$ cat config.mk
export PLATFORM = sky130hd
export DESIGN_NAME = sorted_key_table_core
export DESIGN_NICKNAME = d
export VERILOG_FILES = /design/src/rtl/core/sktab_pkg.sv /design/src/rtl/core/sktab_mem.sv /design/src/rtl/core/sorted_key_table_core.sv
export SDC_FILE = /design/constraint.sdc
export NUM_CORES = 2
export LEC_CHECK = 0
export BUFFER_PORTS_ARGS = -buffer_cell sky130_fd_sc_hd__buf_2
export CAP_MARGIN = 5
export CORE_MARGIN = 2
export CORE_UTILIZATION = 54
export DETAILED_ROUTE_END_ITERATION = 6
export PLACE_DENSITY = 0.67
export SETUP_SLACK_MARGIN = 0.2
export SYNTH_ARGS = -nofsm -noshare
export SYNTH_HDL_FRONTEND = slang
export SYNTH_SLANG_ARGS = --single-unit
$ cat constraint.sdc
create_clock -name i_clk -period 7.5 [get_ports i_clk]
set_input_delay 0.75 -clock i_clk [delete_from_list [all_inputs] [get_ports i_clk]]
set_output_delay 0.75 -clock i_clk [all_outputs]
set_load 0.005 [all_outputs]
$ cat src/rtl/core/sktab_pkg.sv
package sktab_pkg;

    // default table depth
    localparam int SKT_CAPACITY = 64;

    // field widths
    localparam int KEY_W   = 20;
    localparam int VALUE_W = 20;
    localparam int POS_W   = 7;

    // legal ranges
    localparam logic [KEY_W-1:0]   KEY_LOW    = 20'd100000;
    localparam logic [KEY_W-1:0]   KEY_HIGH   = 20'd999999;
    localparam logic [VALUE_W-1:0] VALUE_LOW  = 20'd1;
    localparam logic [VALUE_W-1:0] VALUE_HIGH = 20'd1000000;

    // function codes
    localparam logic FUNC_INSERT = 1'b0;
    localparam logic FUNC_LOOKUP = 1'b1;

    // result status codes
    typedef enum logic [2:0] {
        ST_OK        = 3'd0,
        ST_NOT_FOUND = 3'd1,
        ST_BAD_KEY   = 3'd2,
        ST_DUPLICATE = 3'd3,
        ST_FULL      = 3'd4,
        ST_BAD_VALUE = 3'd5
    } t_status;

    // input item
    typedef struct packed {
        logic               func;
        logic [KEY_W-1:0]   key;
        logic [VALUE_W-1:0] value;
    } t_in_item;

    // result item
    typedef struct packed {
        t_status            status;
        logic [VALUE_W-1:0] found_value;
        logic [POS_W-1:0]   position;
        logic [POS_W-1:0]   entry_count;
    } t_out_item;

    // one stored record
    typedef struct packed {
        logic [KEY_W-1:0]   key;
        logic [VALUE_W-1:0] value;
    } t_rec;

endpackage

$ cat src/rtl/core/sktab_mem.sv
module sktab_mem import sktab_pkg::*; #(
    parameter int DEPTH = SKT_CAPACITY
) (
    input  logic                     i_clk,
    input  logic                     i_wr_en,
    input  logic [$clog2(DEPTH)-1:0] i_wr_addr,
    input  t_rec                     i_wr_data,
    input  logic                     i_rd_en,
    input  logic [$clog2(DEPTH)-1:0] i_rd_addr,
    output t_rec                     o_rd_data
);

    t_rec r_mem [DEPTH];
    t_rec r_rd_data;

    // write port
    always_ff @(posedge i_clk) begin
        if (i_wr_en) begin
            r_mem[i_wr_addr] <= i_wr_data;
        end
    end

    // registered read port
    always_ff @(posedge i_clk) begin
        if (i_rd_en) begin
            r_rd_data <= r_mem[i_rd_addr];
        end
    end

    assign o_rd_data = r_rd_data;

endmodule

$ cat src/rtl/core/sorted_key_table_core.sv
// sorted key table: records held in ascending key order in one record memory
// a bad key goes straight to emit; otherwise records are read in order until a key not below
// the item key or the end, and a successful insert shifts the displaced records up one slot
// one item at a time: the input side reopens as the result is registered,
// and a stalled result holds the next item in the emit state
// reset clears the record count and control; memory contents are not cleared
module sorted_key_table_core import sktab_pkg::*; #(
    parameter int CAPACITY = SKT_CAPACITY
) (
    input  logic      i_clk,
    input  logic      i_rst_n,
    input  logic      i_in_valid,
    output logic      o_in_stall,
    input  t_in_item  i_in_data,
    output logic      o_out_valid,
    input  logic      i_out_stall,
    output t_out_item o_out_data
);

    localparam int AW = $clog2(CAPACITY);
    localparam int CW = $clog2(CAPACITY + 1);

    typedef enum logic [5:0] {
        S_IDLE = 6'b000001,
        S_SCAN = 6'b000010,
        S_CMP  = 6'b000100,
        S_SHRD = 6'b001000,
        S_SHWR = 6'b010000,
        S_EMIT = 6'b100000
    } t_state;

    t_state             r_state, n_state;
    logic [CW-1:0]      r_count, n_count;
    logic [CW-1:0]      r_idx, n_idx;
    logic               r_func, n_func;
    logic [KEY_W-1:0]   r_key, n_key;
    logic [VALUE_W-1:0] r_value, n_value;
    t_rec               r_carry, n_carry;
    t_status            r_status, n_status;
    logic [VALUE_W-1:0] r_fval, n_fval;
    logic [CW-1:0]      r_pos, n_pos;
    logic               r_out_valid, n_out_valid;
    t_out_item          r_out_data, n_out_data;

    logic               mem_wr_en;
    logic [AW-1:0]      mem_wr_addr;
    t_rec               mem_wr_data;
    logic               mem_rd_en;
    logic [AW-1:0]      mem_rd_addr;
    t_rec               mem_rd_data;

    logic               value_bad;
    logic               table_full;
    t_rec               new_rec;

    sktab_mem #(
        .DEPTH(CAPACITY)
    ) u_mem (
        .i_clk     (i_clk),
        .i_wr_en   (mem_wr_en),
        .i_wr_addr (mem_wr_addr),
        .i_wr_data (mem_wr_data),
        .i_rd_en   (mem_rd_en),
        .i_rd_addr (mem_rd_addr),
        .o_rd_data (mem_rd_data)
    );

    // insert checks on the held item
    assign value_bad  = (r_value < VALUE_LOW) || (r_value > VALUE_HIGH);
    assign table_full = (r_count == CW'(CAPACITY));
    assign new_rec    = '{key: r_key, value: r_value};

    // sequencer: scan, decide, shift up, emit
    always_comb begin
        n_state     = r_state;
        n_count     = r_count;
        n_idx       = r_idx;
        n_func      = r_func;
        n_key       = r_key;
        n_value     = r_value;
        n_carry     = r_carry;
        n_status    = r_status;
        n_fval      = r_fval;
        n_pos       = r_pos;
        n_out_valid = r_out_valid;
        n_out_data  = r_out_data;
        mem_rd_en   = 1'b0;
        mem_rd_addr = r_idx[AW-1:0];
        mem_wr_en   = 1'b0;
        mem_wr_addr = r_idx[AW-1:0];
        mem_wr_data = r_carry;

        // output register drains on transfer
        if (r_out_valid && !i_out_stall) begin
            n_out_valid = 1'b0;
        end

        unique case (r_state)
            S_IDLE: begin
                if (i_in_valid) begin
                    n_func  = i_in_data.func;
                    n_key   = i_in_data.key;
                    n_value = i_in_data.value;
                    n_idx   = '0;
                    n_fval  = '0;
                    n_pos   = '0;
                    if ((i_in_data.key < KEY_LOW) || (i_in_data.key > KEY_HIGH)) begin
                        n_status = ST_BAD_KEY;
                        n_state  = S_EMIT;
                    end else begin
                        n_state = S_SCAN;
                    end
                end
            end
            S_SCAN: begin
                if (r_idx == r_count) begin
                    // every stored key is below the item key
                    n_state = S_EMIT;
                    if (r_func == FUNC_LOOKUP) begin
                        n_status = ST_NOT_FOUND;
                    end else if (value_bad) begin
                        n_status = ST_BAD_VALUE;
                    end else if (table_full) begin
                        n_status = ST_FULL;
                    end else begin
                        mem_wr_en   = 1'b1;
                        mem_wr_data = new_rec;
                        n_count     = r_count + CW'(1);
                        n_pos       = r_idx;
                        n_status    = ST_OK;
                    end
                end else begin
                    mem_rd_en = 1'b1;
                    n_state   = S_CMP;
                end
            end
            S_CMP: begin
                if (mem_rd_data.key >= r_key) begin
                    n_state = S_EMIT;
                    if (r_func == FUNC_LOOKUP) begin
                        if (mem_rd_data.key == r_key) begin
                            n_status = ST_OK;
                            n_fval   = mem_rd_data.value;
                            n_pos    = r_idx;
                        end else begin
                            n_status = ST_NOT_FOUND;
                        end
                    end else if (mem_rd_data.key == r_key) begin
                        n_status = ST_DUPLICATE;
                    end else if (value_bad) begin
                        n_status = ST_BAD_VALUE;
                    end else if (table_full) begin
                        n_status = ST_FULL;
                    end else begin
                        // place new record, carry the displaced one upward
                        mem_wr_en   = 1'b1;
                        mem_wr_data = new_rec;
                        n_carry     = mem_rd_data;
                        n_pos       = r_idx;
                        n_idx       = r_idx + CW'(1);
                        n_status    = ST_OK;
                        n_state     = S_SHRD;
                    end
                end else begin
                    n_idx   = r_idx + CW'(1);
                    n_state = S_SCAN;
                end
            end
            S_SHRD: begin
                if (r_idx == r_count) begin
                    // carried record lands in the first free slot
                    mem_wr_en = 1'b1;
                    n_count   = r_count + CW'(1);
                    n_state   = S_EMIT;
                end else begin
                    mem_rd_en = 1'b1;
                    n_state   = S_SHWR;
                end
            end
            S_SHWR: begin
                mem_wr_en = 1'b1;
                n_carry   = mem_rd_data;
                n_idx     = r_idx + CW'(1);
                n_state   = S_SHRD;
            end
            S_EMIT: begin
                if (!r_out_valid || !i_out_stall) begin
                    n_out_valid            = 1'b1;
                    n_out_data.status      = r_status;
                    n_out_data.found_value = r_fval;
                    n_out_data.position    = POS_W'(r_pos);
                    n_out_data.entry_count = POS_W'(r_count);
                    n_state                = S_IDLE;
                end
            end
            default: begin
                n_state = S_IDLE;
            end
        endcase
    end

    // control registers
    always_ff @(posedge i_clk) begin
        if (!i_rst_n) begin
            r_state     <= S_IDLE;
            r_count     <= '0;
            r_out_valid <= 1'b0;
        end else begin
            r_state     <= n_state;
            r_count     <= n_count;
            r_out_valid <= n_out_valid;
        end
    end

    // payload registers
    always_ff @(posedge i_clk) begin
        r_idx      <= n_idx;
        r_func     <= n_func;
        r_key      <= n_key;
        r_value    <= n_value;
        r_carry    <= n_carry;
        r_status   <= n_status;
        r_fval     <= n_fval;
        r_pos      <= n_pos;
        r_out_data <= n_out_data;
    end

    assign o_in_stall  = (r_state != S_IDLE);
    assign o_out_valid = r_out_valid;
    assign o_out_data  = r_out_data;

endmodule

After elaboration in Yosys (flattened, before gate mapping) --
Memory sizes are Yosys's and may differ from the RTL's. A register that Yosys moved wholly into a read port is not among the register bits. Index checks and enable logic that the tools add are counted. Widths: inputs -> output; s select.
Storage, ports and cells: register bits 169, latch bits 0, RAM bits 2560, memory bits (read-only) 0, input bits 45, output and inout port bits 39, word-level logic and storage cells 155, memories 1
Cells by class: add/subtract/negate cells 2, $mul 0, div/mod/pow operators 0, $lt $le $gt $ge 5, equal/unequal tests 31, shift-type cells 0, muxes and demuxes 79, bitwise gates (word level) 0, reduce and logical (&&, ||, !) cells 21
Memories:
- u_mem.r_mem | words 64, width 40, read ports 1, clocked after memory_dff 1, write ports 1, RTL line sktab_mem.sv:13 | t_rec r_mem [DEPTH];
Operator list (number):
- $mux 40 | 12
- $pmux 40 s2 | 2
- $mux 7 | 19
- $mux 20 | 4
- $mux 6 | 10
- $pmux 7 s3 | 2
- $gt 20x20->1 const B | 2
- $pmux 20 s2 | 1
- $pmux 6 s6 | 1
- $ne 2x2->1 const B | 15
- $mux 3 | 9
- $eq 20x20->1 | 1
- $ge 20x20->1 | 1
- $lt 20x1->1 const B | 1
- $lt 20x17->1 const B | 1
- $ne 3x3->1 const B | 6
- $reduce_and 6->1 | 3
- $mux 1 | 16
- $add 7x1->7 const B | 2
- $pmux 7 s2 | 1
- $reduce_and 5->1 | 2
- $pmux 3 s3 | 1
- $eq 7x7->1 | 1
- $eq 7x7->1 const B | 1
- 16 further kinds | 24

Logic depth before layout (Yosys ltp) --
depth in word-level cells 9, gate-level depth with buffers 12

Modules after synthesis --
From an unflattened synthesis, not the netlist that was laid out.
Second synthesis, totals: cells, all modules 4758, area, all modules 105899.1 um^2
By module, submodules not included:
- sktab_mem | times used 1, cells each 4263, area an instance 98360.6 um^2, seq. area each 78074.9 um^2
- sorted_key_table_core | times used 1, cells each 495, area an instance 7538.5 um^2, seq. area each 4934.7 um^2

Least setup slack after synthesis --
Ideal clock, no wire load.
kind reg2reg, start reg, netlist name u_mem.o_rd_data[39], end mem u_mem.r_mem[23][0] in the netlist's numbering (enable), arrival time 5.048 ns, setup slack 1.954 ns, stages on the path, launching flop included 10, period minus slack after synthesis 5.546 ns, path through edfxtp_1 ha_1 nand4_1 nor4_1 inv_1 o21ai_0 o221ai_2 buf_2 buf_2 a211oi_1
Between the ends: longest elaborated chain between the ends 7
RTL lines:
- branches (longest 3 deep; another with $ge 20x20->1)
- $mux 1 * | RTL line sorted_key_table_core.sv:138 | if (mem_rd_data.key >= r_key) begin
- $pmux 1 s4 * | RTL line sorted_key_table_core.sv:98 | unique case (r_state)
- $mux 1 * | RTL line sktab_mem.sv:18 | if (i_wr_en) begin
- $mux 1 (implied by the code) * | RTL line sktab_mem.sv:19 | r_mem[i_wr_addr] <= i_wr_data;
- end: declaration | RTL line sktab_mem.sv:13
Mark *: on every way between the ends.

Final worst setup path --
start reg r_idx[4], end mem u_mem.r_mem[54][13] in the netlist's numbering (enable)
Between the ends: longest elaborated chain between the ends 5
RTL lines:
- start: declaration | RTL line sorted_key_table_core.sv:34 | logic [CW-1:0] r_idx, n_idx;
- start signal: assignment | RTL line sorted_key_table_core.sv:217 | r_idx <= n_idx;
- $eq 7x7->1 | RTL line sorted_key_table_core.sv:116, sorted_key_table_core.sv:170
- $mux 1 (on tied branches) | RTL line sorted_key_table_core.sv:170, sorted_key_table_core.sv:116
- $pmux 1 s4 | RTL line sorted_key_table_core.sv:98
- $mux 1 | RTL line sktab_mem.sv:18
- $mux 1 (implied by the code) | RTL line sktab_mem.sv:19
Parallel ways exist; a longest one is shown, timed or not.

==> out/metrics.yaml <==
floorplan:
  rows: 162
  ios: 84
  core_area_um2: 195000
  start_util_pct: 54.4
  die_w_um: 447
  die_y_um: 447
  die_area_um2: 200000
clocking:
  clkSinkCount: 2769
  insertion_delay_ns: 0.93
  cts_tree: "done"
  numCtsBuffers: 293
  cts.clk_slew.worst_paths_ns: 0.06
  cts_buffer_depth: 4
  cts_max_level: 5
  ctsRootBufferMaster: "clkbuf_16"
outcome:
  violations: "DRC"
  status: "complete, but fails checks"
critical_path:
  cp.required_ns: 8.06
  setup.worst_path.start: "r_idx[4]$_SDFFCE_PN0P_"
  start_kind: "flop"
  worstReg2RegStart: "r_idx[4]$_SDFFCE_PN0P_"
  critPathKind: "flop to flop"
  crit_arrival_ns: 5.63
  worst-path-max-fanout: 84
  cp-end-kind: "flop"
sta:
  hold_viol: 0
  fin_worst_skew_ns: 0.0427
  relSlewSlack_pct: 6.84
  fmax_mhz: 197
  finalSetupViolations: 0
  drv_slew: 0
  min_period_over_period_pct: 67.7
  fin_tns_setup_ns: 0
  layout_min_cycle_time_ns: 5.08
  fin_ws_ns: 2.42
  rsz0062_at_grt: "no"
  worstMarginPinSlew_ns: 1.39
layout:
  final_cell_mix: "2755 x edfxtp_1, 349 x a221oi_1, 299 x clkbuf_16"
  final_common_cell: "edfxtp_1"
  layout.nets: 5986
  fillers: 13600
  drive_above_1_share_pct: 19.4
  synthToLayoutAreaGrowth_pct: 12.8
grt:
  grt_pass1_wl_mm: 469
  overflow: 0
  groute.usage.overall_pct: 33.8
  grt_start_max_net_pins: 87
  grt_pass1_vias: 58900
  antenna_found_initial: 31
synthesis:
  synth_area_um2: 106000
  syn_avg_cell_area_um2: 18.6
  async_flop_share_pct: 0
  synthTopCellsByArea: "edfxtp_1 78%, mux4_2 3.4%, a221oi_1 2.9%"
  postSynthCellCount: 5696
  synth-main-ff-cell: "edfxtp_1"
  synth.top_cell.area_share_pct: 77.9
  ys_ff_latch: 2769
  syn_nets: 5764
  synth_area_leader_cell: "edfxtp_1"
  synth-edff-count: 2755
  yosysSeqAreaShare_pct: 78.2
  ys.warnings.count: 0
  ys_types: 76
placed_design:
  portBuffers: 83
  place_hpwl_mm: 194
  place_ws_ns: 2.50
  routabilityCongestion: 0.929
detailed_routing:
  vias_per_cell: 7.14
  first_iter_violations: 11700
  dr.max_layer_used: "met5"
  wl_met1_mm: 121
  wl_mm: 340
  first_pass_iters: 7
  ant_nets: 0
  vias: 62400
  met2_length_mm: 147
  met3WireLength_mm: 57.2
  drc_errors: 30
  wl_per_cell_um: 38.9
min_path:
  hp-start: "i_in_data[26]"
  worstHoldPathType: "primary input to flop"
power:
  leakage_uw: 0.0375
  vdd_drop_max_mv: 0.263
  finalPower_uw: 33500
  power_density_nw_per_um2: 280
flow_run:
  drv_cap: 0
-- critical path, stage by stage, from the launching register on --
cell and delay, ns:
edfxtp_1 0.65, xor2_1 0.23, nor4_1 0.26, nand4_1 0.58, o21ai_0 0.56, o221ai_4 0.15
buf_12 0.34, buf_4 0.48, a21oi_4 0.66, buf_4 0.53
-- power by group --
group / total [uW] / switching [uW] / internal (uW) / leakage, uW
logic: 3010 / 2130 / 878 / 0.00837
clock network: 13500 / 5780 / 7740 / 0.00423
registers: 17000 / 65.3 / 16900 / 0.0249
-- path summary, 6_finish.rpt --
path | endpoint | slack [ns] | cells past startpoint
setup / recovery | u_mem.r_mem[54][13]$_DFFE_PP_ | 2.42 | 9
hold / removal | r_key[6]$_DFFE_PP_ | 0.05 | 1
setup reg to reg | u_mem.r_mem[54][13]$_DFFE_PP_ | 2.42 | 9
hold reg to reg | o_out_data[29]$_DFFE_PP_ | 0.39 | 0
-- logic make-up after synthesis --
family | synth area share (%)
fa+ha+maj | 0.271
compound gates | 9.05
xor+xnor | 0.115
flops | 78.2
buf+inv | 2.01
simple gates | 2.47
mux | 7.91
-- what timing repair did --
action	4_1_cts	5_1_grt
hold buffers	27	0
hold endpoints to repair	27	0
resized for setup	0	0
buffers inserted	0	0
-- metrics by stage --
step	hold WS (ns)	std cells	utilization, %	instance area (um2)
2_1_floorplan	0.400	5696	-	106000
3_3_place_gp	0.400	8220	56.8	111000
3_5_place_dp	0.405	8220	56.8	111000
4_1_cts	0.00326	8740	61.4	120000
5_1_grt	0.0318	8741	61.4	120000
6_report	0.0492	8748	61.4	120000
-- Yosys cell counts, drive strengths merged, types with 14 or more instances --
cell / n
nor2: 195
o211ai: 16
nand3: 15
o221ai: 32
a222oi: 30
nand4: 29
o2bb2ai: 19
nor3: 16
o22ai: 114
edfxtp: 2755
a211oi: 16
a22o: 45
a21oi: 169
a221oi: 350
clkbuf: 138
mux4: 162
a221o: 51
nand2: 206
dfxtp: 14
buf: 258
mux2i: 192
ha: 23
mux2: 251
o21ai: 119
and2: 29
a22oi: 244
inv: 33
-- metal layers --
metal	track usage [%]	vias to the layer above
li1	-	24200
met1	46.6	31800
met2	48.4	5525
met3	13.5	911
met4	13.1	26
met5	0	-
-- registers in the layout, indices dropped and copies added, names as in the netlist, 3 cells and up --
name and flops:
r_key 20, r_value 20, r_pos 7, r_carry 40, r_fval 20, r_count 7, r_status 3, u_mem.r_mem 2560
r_state 6, u_mem.o_rd_data 40, r_idx 7, o_out_data 37
-- area by class of cell --
type                            count  area [um2]  area share, %
Inverter                           34         145          0.121
Clock inverter                    130         940          0.784
Clock buffer                      363        7720           6.45
Timing Repair Buffer              323        2580           2.16
Multi-Input combinational cell   2497       22100           18.4
Antenna cell                        8        20.0         0.0167
Tap cell                         2624        3280           2.74
Sequential cell                  2769       83000           69.3
Power figures use the tool's default switching activity.
